===== config.mk =====
export PLATFORM = sky130hd
export DESIGN_NAME = decimal_to_float32_converter
export DESIGN_NICKNAME = d
export VERILOG_FILES = /design/src/dtf_pkg.sv /design/src/decimal_to_float32_converter.sv
export SDC_FILE = /design/constraint.sdc
export NUM_CORES = 1
export LEC_CHECK = 0
export ABC_AREA = 1
export BUFFER_PORTS_ARGS = -buffer_cell sky130_fd_sc_hd__buf_2
export CORE_UTILIZATION = 50
export DETAILED_ROUTE_END_ITERATION = 6
export PLACE_DENSITY = 0.76
export SYNTH_ARGS = -nofsm -noshare
export SYNTH_HDL_FRONTEND = slang
export SYNTH_SLANG_ARGS = --single-unit

===== constraint.sdc =====
create_clock -name clock -period 3.7 [get_ports clock]
set_input_delay 0.74 -clock clock [delete_from_list [all_inputs] [get_ports clock]]
set_output_delay 0.74 -clock clock [all_outputs]
set_load 0.005 [all_outputs]

===== src/dtf_pkg.sv =====
// Shared widths, register indexes and the divisor table for the decimal to float32 converter.
package dtf_pkg;

   // Field widths
   localparam int IP_W    = 20;
   localparam int FN_W    = 10;
   localparam int SEL_W   = 2;
   localparam int DEC_W   = 2;
   localparam int CSR_IDX_W = 2;
   localparam int FLOAT_W = 32;
   localparam int EXP_W   = 8;
   localparam int MANT_W  = 23;
   localparam int CNT_W   = 5;

   // Exponent bias and default integer range
   localparam int EXP_BIAS     = 127;
   localparam int INT_BITS_DEF = 20;

   // Configuration register indexes
   localparam logic [CSR_IDX_W-1:0] CSR_PRICE  = 2'd0;
   localparam logic [CSR_IDX_W-1:0] CSR_ALT    = 2'd1;
   localparam logic [CSR_IDX_W-1:0] CSR_VOLUME = 2'd2;

   // Scale selector codes (any other code uses the volume setting)
   localparam logic [SEL_W-1:0] SEL_PRICE = 2'd0;
   localparam logic [SEL_W-1:0] SEL_ALT   = 2'd1;

   // Decimal places setting to divisor 10^k
   function automatic logic [FN_W-1:0] divisor_of(input logic [DEC_W-1:0] places);
      logic [FN_W-1:0] d;
      case (places)
         2'd0:    d = 10'd1;
         2'd1:    d = 10'd10;
         2'd2:    d = 10'd100;
         default: d = 10'd1000;
      endcase
      return d;
   endfunction

endpackage


===== src/decimal_to_float32_converter.sv =====
// Top level: bit-serial conversion of a fixed decimal value to an IEEE-754 single pattern.
//
//   channel  ports                                   direction  flow
//   input    start, busy, req_*                      in         accepted on start && !busy
//   result   rsp_strobe, rsp_*                       out        one-cycle strobe, no stall
//   config   csr_we, csr_index, csr_wdata            in         write on csr_we, no wait
//
// One value bit is produced per cycle, MSB first: the integer bits from a shift
// register, then the fraction bits from a one-bit-per-cycle restoring divider.
// Nonzero integer part with leading one at p: the W-1-p zeros above it, the hidden one,
// the 23 mantissa bits, then the done state, W = min(INT_BITS, 20). Zero integer part:
// scanning starts at the fraction bits. Invalid or zero inputs: the strobe in the cycle
// right after the accept. Reset clears control state and the three settings; the
// receiver cannot stall, so the result leaves on time.
module decimal_to_float32_converter
   import dtf_pkg::*;
#(
   parameter int INT_BITS = INT_BITS_DEF
) (
   input  logic                 clock,
   input  logic                 reset,
   // command
   input  logic                 start,
   output logic                 busy,
   input  logic [IP_W-1:0]      req_integer_part,
   input  logic [FN_W-1:0]      req_fraction_numerator,
   input  logic [SEL_W-1:0]     req_scale_select,
   // result
   output logic                 rsp_strobe,
   output logic [FLOAT_W-1:0]   rsp_float_bits,
   output logic                 rsp_invalid,
   // settings
   input  logic                 csr_we,
   input  logic [CSR_IDX_W-1:0] csr_index,
   input  logic [DEC_W-1:0]     csr_wdata
);

   // Integer bits actually scanned
   localparam int IW    = (INT_BITS < IP_W) ? INT_BITS : IP_W;
   localparam int ICNT_W = $clog2(IW);

   typedef enum logic [3:0] {
      S_IDLE = 4'b0001,
      S_INT  = 4'b0010,
      S_FRAC = 4'b0100,
      S_DONE = 4'b1000
   } state_type;

   state_type          state_ff, state_in;
   logic [DEC_W-1:0]   price_ff, price_in;
   logic [DEC_W-1:0]   alt_ff, alt_in;
   logic [DEC_W-1:0]   volume_ff, volume_in;
   logic [IW-1:0]      int_ff, int_in;
   logic [ICNT_W-1:0]  icnt_ff, icnt_in;
   logic [FN_W-1:0]    rem_ff, rem_in;
   logic [FN_W-1:0]    div_ff, div_in;
   logic [EXP_W-1:0]   pos_ff, pos_in;
   logic [MANT_W-1:0]  mant_ff, mant_in;
   logic [CNT_W-1:0]   cnt_ff, cnt_in;
   logic               found_ff, found_in;
   logic               inv_ff, inv_in;

   logic               accept;
   logic [DEC_W-1:0]   places;
   logic [FN_W-1:0]    sel_div;
   logic               int_over;
   logic               bad;
   logic [FN_W:0]      twice_rem;
   logic               div_bit;
   logic               bit_now;

   assign busy   = (state_ff != S_IDLE);
   assign accept = start && !busy;

   // Settings writes; index 3 is ignored
   always_comb begin
      price_in  = price_ff;
      alt_in    = alt_ff;
      volume_in = volume_ff;
      if (csr_we) begin
         unique case (csr_index)
            CSR_PRICE:  price_in  = csr_wdata;
            CSR_ALT:    alt_in    = csr_wdata;
            CSR_VOLUME: volume_in = csr_wdata;
            default:    ;
         endcase
      end
   end

   // Divisor selection and input checks
   always_comb begin
      case (req_scale_select)
         SEL_PRICE: places = price_ff;
         SEL_ALT:   places = alt_ff;
         default:   places = volume_ff;
      endcase
      sel_div  = divisor_of(places);
      int_over = ((req_integer_part >> IW) != '0);
      bad      = int_over || (req_fraction_numerator >= sel_div);
   end

   // One restoring-division step
   always_comb begin
      twice_rem = {rem_ff, 1'b0};
      div_bit   = (twice_rem >= {1'b0, div_ff});
      bit_now   = (state_ff == S_INT) ? int_ff[IW-1] : div_bit;
   end

   // Sequencer
   always_comb begin
      state_in = state_ff;
      int_in   = int_ff;
      icnt_in  = icnt_ff;
      rem_in   = rem_ff;
      div_in   = div_ff;
      pos_in   = pos_ff;
      mant_in  = mant_ff;
      cnt_in   = cnt_ff;
      found_in = found_ff;
      inv_in   = inv_ff;
      unique case (state_ff)
         S_IDLE: begin
            if (accept) begin
               int_in   = req_integer_part[IW-1:0];
               icnt_in  = ICNT_W'(IW - 1);
               rem_in   = req_fraction_numerator;
               div_in   = sel_div;
               mant_in  = '0;
               cnt_in   = '0;
               found_in = 1'b0;
               inv_in   = bad;
               if (bad || (req_integer_part == '0 && req_fraction_numerator == '0)) begin
                  pos_in   = '0;
                  state_in = S_DONE;
               end else if (req_integer_part != '0) begin
                  pos_in   = EXP_W'(EXP_BIAS + IW - 1);
                  state_in = S_INT;
               end else begin
                  pos_in   = EXP_W'(EXP_BIAS - 1);
                  state_in = S_FRAC;
               end
            end
         end
         S_INT, S_FRAC: begin
            // consume one value bit
            if (state_ff == S_INT) begin
               int_in  = {int_ff[IW-2:0], 1'b0};
               icnt_in = icnt_ff - 1'b1;
               if (icnt_ff == '0) begin
                  state_in = S_FRAC;
               end
            end else begin
               rem_in = div_bit ? FN_W'(twice_rem - {1'b0, div_ff}) : twice_rem[FN_W-1:0];
            end
            if (!found_ff) begin
               // hidden leading one fixes the exponent
               if (bit_now) begin
                  found_in = 1'b1;
               end else begin
                  pos_in = pos_ff - 1'b1;
               end
            end else begin
               mant_in = {mant_ff[MANT_W-2:0], bit_now};
               cnt_in  = cnt_ff + 1'b1;
               if (cnt_ff == CNT_W'(MANT_W - 1)) begin
                  state_in = S_DONE;
               end
            end
         end
         S_DONE: begin
            state_in = S_IDLE;
         end
         default: state_in = S_IDLE;
      endcase
   end

   // Control state
   always_ff @(posedge clock) begin
      if (reset) begin
         state_ff  <= S_IDLE;
         price_ff  <= '0;
         alt_ff    <= '0;
         volume_ff <= '0;
      end else begin
         state_ff  <= state_in;
         price_ff  <= price_in;
         alt_ff    <= alt_in;
         volume_ff <= volume_in;
      end
   end

   // Datapath
   always_ff @(posedge clock) begin
      int_ff   <= int_in;
      icnt_ff  <= icnt_in;
      rem_ff   <= rem_in;
      div_ff   <= div_in;
      pos_ff   <= pos_in;
      mant_ff  <= mant_in;
      cnt_ff   <= cnt_in;
      found_ff <= found_in;
      inv_ff   <= inv_in;
   end

   assign rsp_strobe     = (state_ff == S_DONE);
   assign rsp_float_bits = {1'b0, pos_ff, mant_ff};
   assign rsp_invalid    = inv_ff;

endmodule


==> impl_metrics.env <==
export IMPL_antenna_found_initial=0
export IMPL_slew_headroom_pct=38.7
export IMPL_setup_worst_path_start="div_ff[8]"
export IMPL_whs_ns=0.461
export IMPL_ys_seq_elements=89
export IMPL_p_leak_nw=2.50
export IMPL_drt_pass1_iterations=5
export IMPL_port_buffers=73
export IMPL_met1_length_mm=4.37
export IMPL_grt_start_max_net_pins=47
export IMPL_synth_area_top_cells="edfxtp_1 49%, nand2_1 8.1%, inv_1 7.2%"
export IMPL_stdcell_area_um2=5500
export IMPL_syn_nets=603
export IMPL_synth_top_family_by_area="simple AND/OR/NAND/NOR gates"
export IMPL_power_mw=2.37
export IMPL_topRoutingLayerUsed="met4"
export IMPL_worst_pin_slew_ns=0.916
export IMPL_cp_end_kind="register"
export IMPL_ctsHoldBuffers=0
export IMPL_rr_startpoint="div_ff[8]"
export IMPL_layout_drive_gt1_share_pct=18.7
export IMPL_yosysSeqAreaShare_pct=53.2
export IMPL_synthTopCellsByCount="104 x nand2_1, 93 x inv_1, 79 x edfxtp_1, 69 x nor2_1, 39 x o21ai_0"
export IMPL_drt_initial_drc_count=248
export IMPL_dpl_cell_area_um2=5310
export IMPL_grt_overflow_total=0
export IMPL_wl_per_cell_um=12.7
export IMPL_route_met2_wl_mm=4.46
export IMPL_ys_warn_count=0
export IMPL_ff2ff_path_depth=9
export IMPL_drv_slew=0
export IMPL_path_depth=9
export IMPL_max_stage_delay_ns=0.52
export IMPL_cts_sinks=89
export IMPL_crit_type="register to register"
export IMPL_grt_pass1_wl_mm=16.5
export IMPL_dp_cells=733
export IMPL_setup_ws_ns=0.951
export IMPL_place_congestion=0.859
export IMPL_final_util_pct=59.2
export IMPL_layoutNonFillerInstCount=749
export IMPL_cp_max_fo=20
export IMPL_yosysTopAreaCellShare_pct=49.1
export IMPL_placementRows=35
export IMPL_ys_flop_type="edfxtp_1"
export IMPL_die_w_um=100
export IMPL_drv_cap=0
export IMPL_fmax_ghz=0.364
export IMPL_post_route_period_util_pct=74.3
export IMPL_num_antenna_cells=0
export IMPL_muxShareOfSynthArea_pct=0.207
export IMPL_setup_viol=0
export IMPL_place_ws_ns=0.710
export IMPL_async_flop_share_pct=0
export IMPL_min_period_ns=2.75
export IMPL_netlist_area_um2=4830
export IMPL_die_h_um=100
export IMPL_ys_types=40
export IMPL_grtUsageTotal_pct=20.9
export IMPL_crit_arrival_ns=2.75
export IMPL_clk_latency_ns=0.36
export IMPL_synth_edf_count=79
export IMPL_cts_buffers=9
export IMPL_status="complete, no violations"
export IMPL_min_delay_path_depth=2
export IMPL_wl_met3_um=515
export IMPL_root_buffer="clkbuf_8"
export IMPL_dp_hpwl_mm=7.10
export IMPL_worstSetupStartpointType="register"
export IMPL_syn_inst=541
export IMPL_peakVddDrop_mv=0.208
export IMPL_grt_pass1_vias=3678
export IMPL_yosys_area_share_simple_pct=21.3
export IMPL_io_pins=75
export IMPL_synth_xor_area_share_pct=1.99
export IMPL_crit_chain="inv_1, ha_1, a21oi_1, o21ai_0, a21oi_2, nand3_2, nand2_1, nand3_2, nor2_1"
export IMPL_initial_utilization_pct=52.1
export IMPL_cts_tree="yes"
export IMPL_cts_max_level=3
export IMPL_drc=0
export IMPL_synth_top_area_cell="edfxtp_1"
export IMPL_rsz0062_at_grt="false"
export IMPL_syn_avg_cell_area_um2=8.94
export IMPL_synth_compound_area_share_pct=8.05
export IMPL_antenna_left=0
export IMPL_crit_path_top_delay_cell="nor2_1"
export IMPL_routed_via_density=4.98
export IMPL_yosysMostFrequentCell="nand2_1"
export IMPL_post_cts_buffers=0
export IMPL_hold_path_class="register to register"
export IMPL_tns_ns=0
export IMPL_fin_worst_skew_ns=0.0124
export IMPL_wl_mm=9.55
export IMPL_clk_pin_slew_ns=0.10
export IMPL_cts_resized=0
export IMPL_core_area_um2=9280
export IMPL_cp_top_family="simple AND/OR/NAND/NOR gates"
export IMPL_critPathBufInv=1
export IMPL_synthAdderAreaFrac_pct=5.85
export IMPL_critPathRequiredTime_ns=3.70
export IMPL_critPathMostFrequentCell="nand3_2"
export IMPL_vias=3732
export IMPL_power_density_nw_per_um2=431
export IMPL_fin_nets=677
export IMPL_finalHoldViolCount=0
export IMPL_hold_start="volume_ff[0]"
export IMPL_cts_path_max_buffers=2
export IMPL_fillCellCount=813
export IMPL_syn_to_final_growth_pct=13.7
export IMPL_die_area_um2=10100
[cells in the final DEF, fill, tap and decap left out, types with 5 or more instances in the layout]
| cell | synthesis | layout |
|---|---|---|
| clkbuf_8 | 0 | 9 |
| ha_1 | 21 | 21 |
| nand2_1 | 104 | 104 |
| xnor2_1 | 5 | 5 |
| buf_2 | 10 | 73 |
| nand4_1 | 11 | 11 |
| dfxtp_1 | 10 | 10 |
| o21ai_1 | 6 | 6 |
| edfxtp_1 | 79 | 79 |
| nor2_1 | 69 | 68 |
| nand3_1 | 24 | 24 |
| a21oi_1 | 14 | 14 |
| inv_1 | 93 | 93 |
| o21ai_0 | 39 | 39 |
| xor2_1 | 6 | 6 |
| nor3_1 | 8 | 8 |
[logic make-up (layout without fill, tap and decap cells)]
family	Yosys count	after routing
AND/OR/NAND/NOR	236	236
other	1	1
multiplexers	1	1
AO/OA/AOI/OAI	70	70
flip-flops	89	89
XOR/XNOR	11	11
adder cells (fa/ha/maj)	22	22
buffers and inverters	111	190
[sequential cells by signal (all words and copies together) (netlist names)]
signal,flops
alt_ff,2
icnt_ff,5
state_ff,4
int_ff,20
div_ff,6
found_ff,1
pos_ff,8
cnt_ff,5
mant_ff,23
price_ff,2
rsp_invalid,1
rem_ff,10
volume_ff,2
[report_power, final]
part | switching (mW) | internal [mW]
Sequential | 0.0525 | 1.22
Combinational | 0.291 | 0.169
Clock | 0.382 | 0.260
Total | 0.726 | 1.65
[path summary, 6_finish.rpt]
check                       to  slack, ns
setup reg to reg     pos_ff[5]       0.95
hold reg to reg   volume_ff[0]       0.46
hold / removal    volume_ff[0]       0.46
setup / recovery     pos_ff[5]       0.95
[worst reg2reg max path, cell delays in order (launching register included)]
cell and delay, ns:
edfxtp_1 0.37, inv_1 0.12, ha_1 0.28, a21oi_1 0.21, o21ai_0 0.12, a21oi_2 0.13
nand3_2 0.33, nand2_1 0.23, nand3_2 0.08, nor2_1 0.52
[final cells by class]
cell class	count	area [µm²]	area share, %
multi-input combinational	341	1820	33.1
sequential	89	2570	46.8
clock inverter	7	61.3	1.11
clock buffer	9	124	2.25
timing repair buffer	77	395	7.19
tap	129	161	2.94
inverter	97	364	6.62
[per-layer routing]
layer	up-vias	track usage, %
met5	-	0
met4	0	8.03
met3	17	4.25
met2	103	34.3
met1	1701	27.2
li1	1911	-
Note: power is estimated with default switching activity, not from simulation.
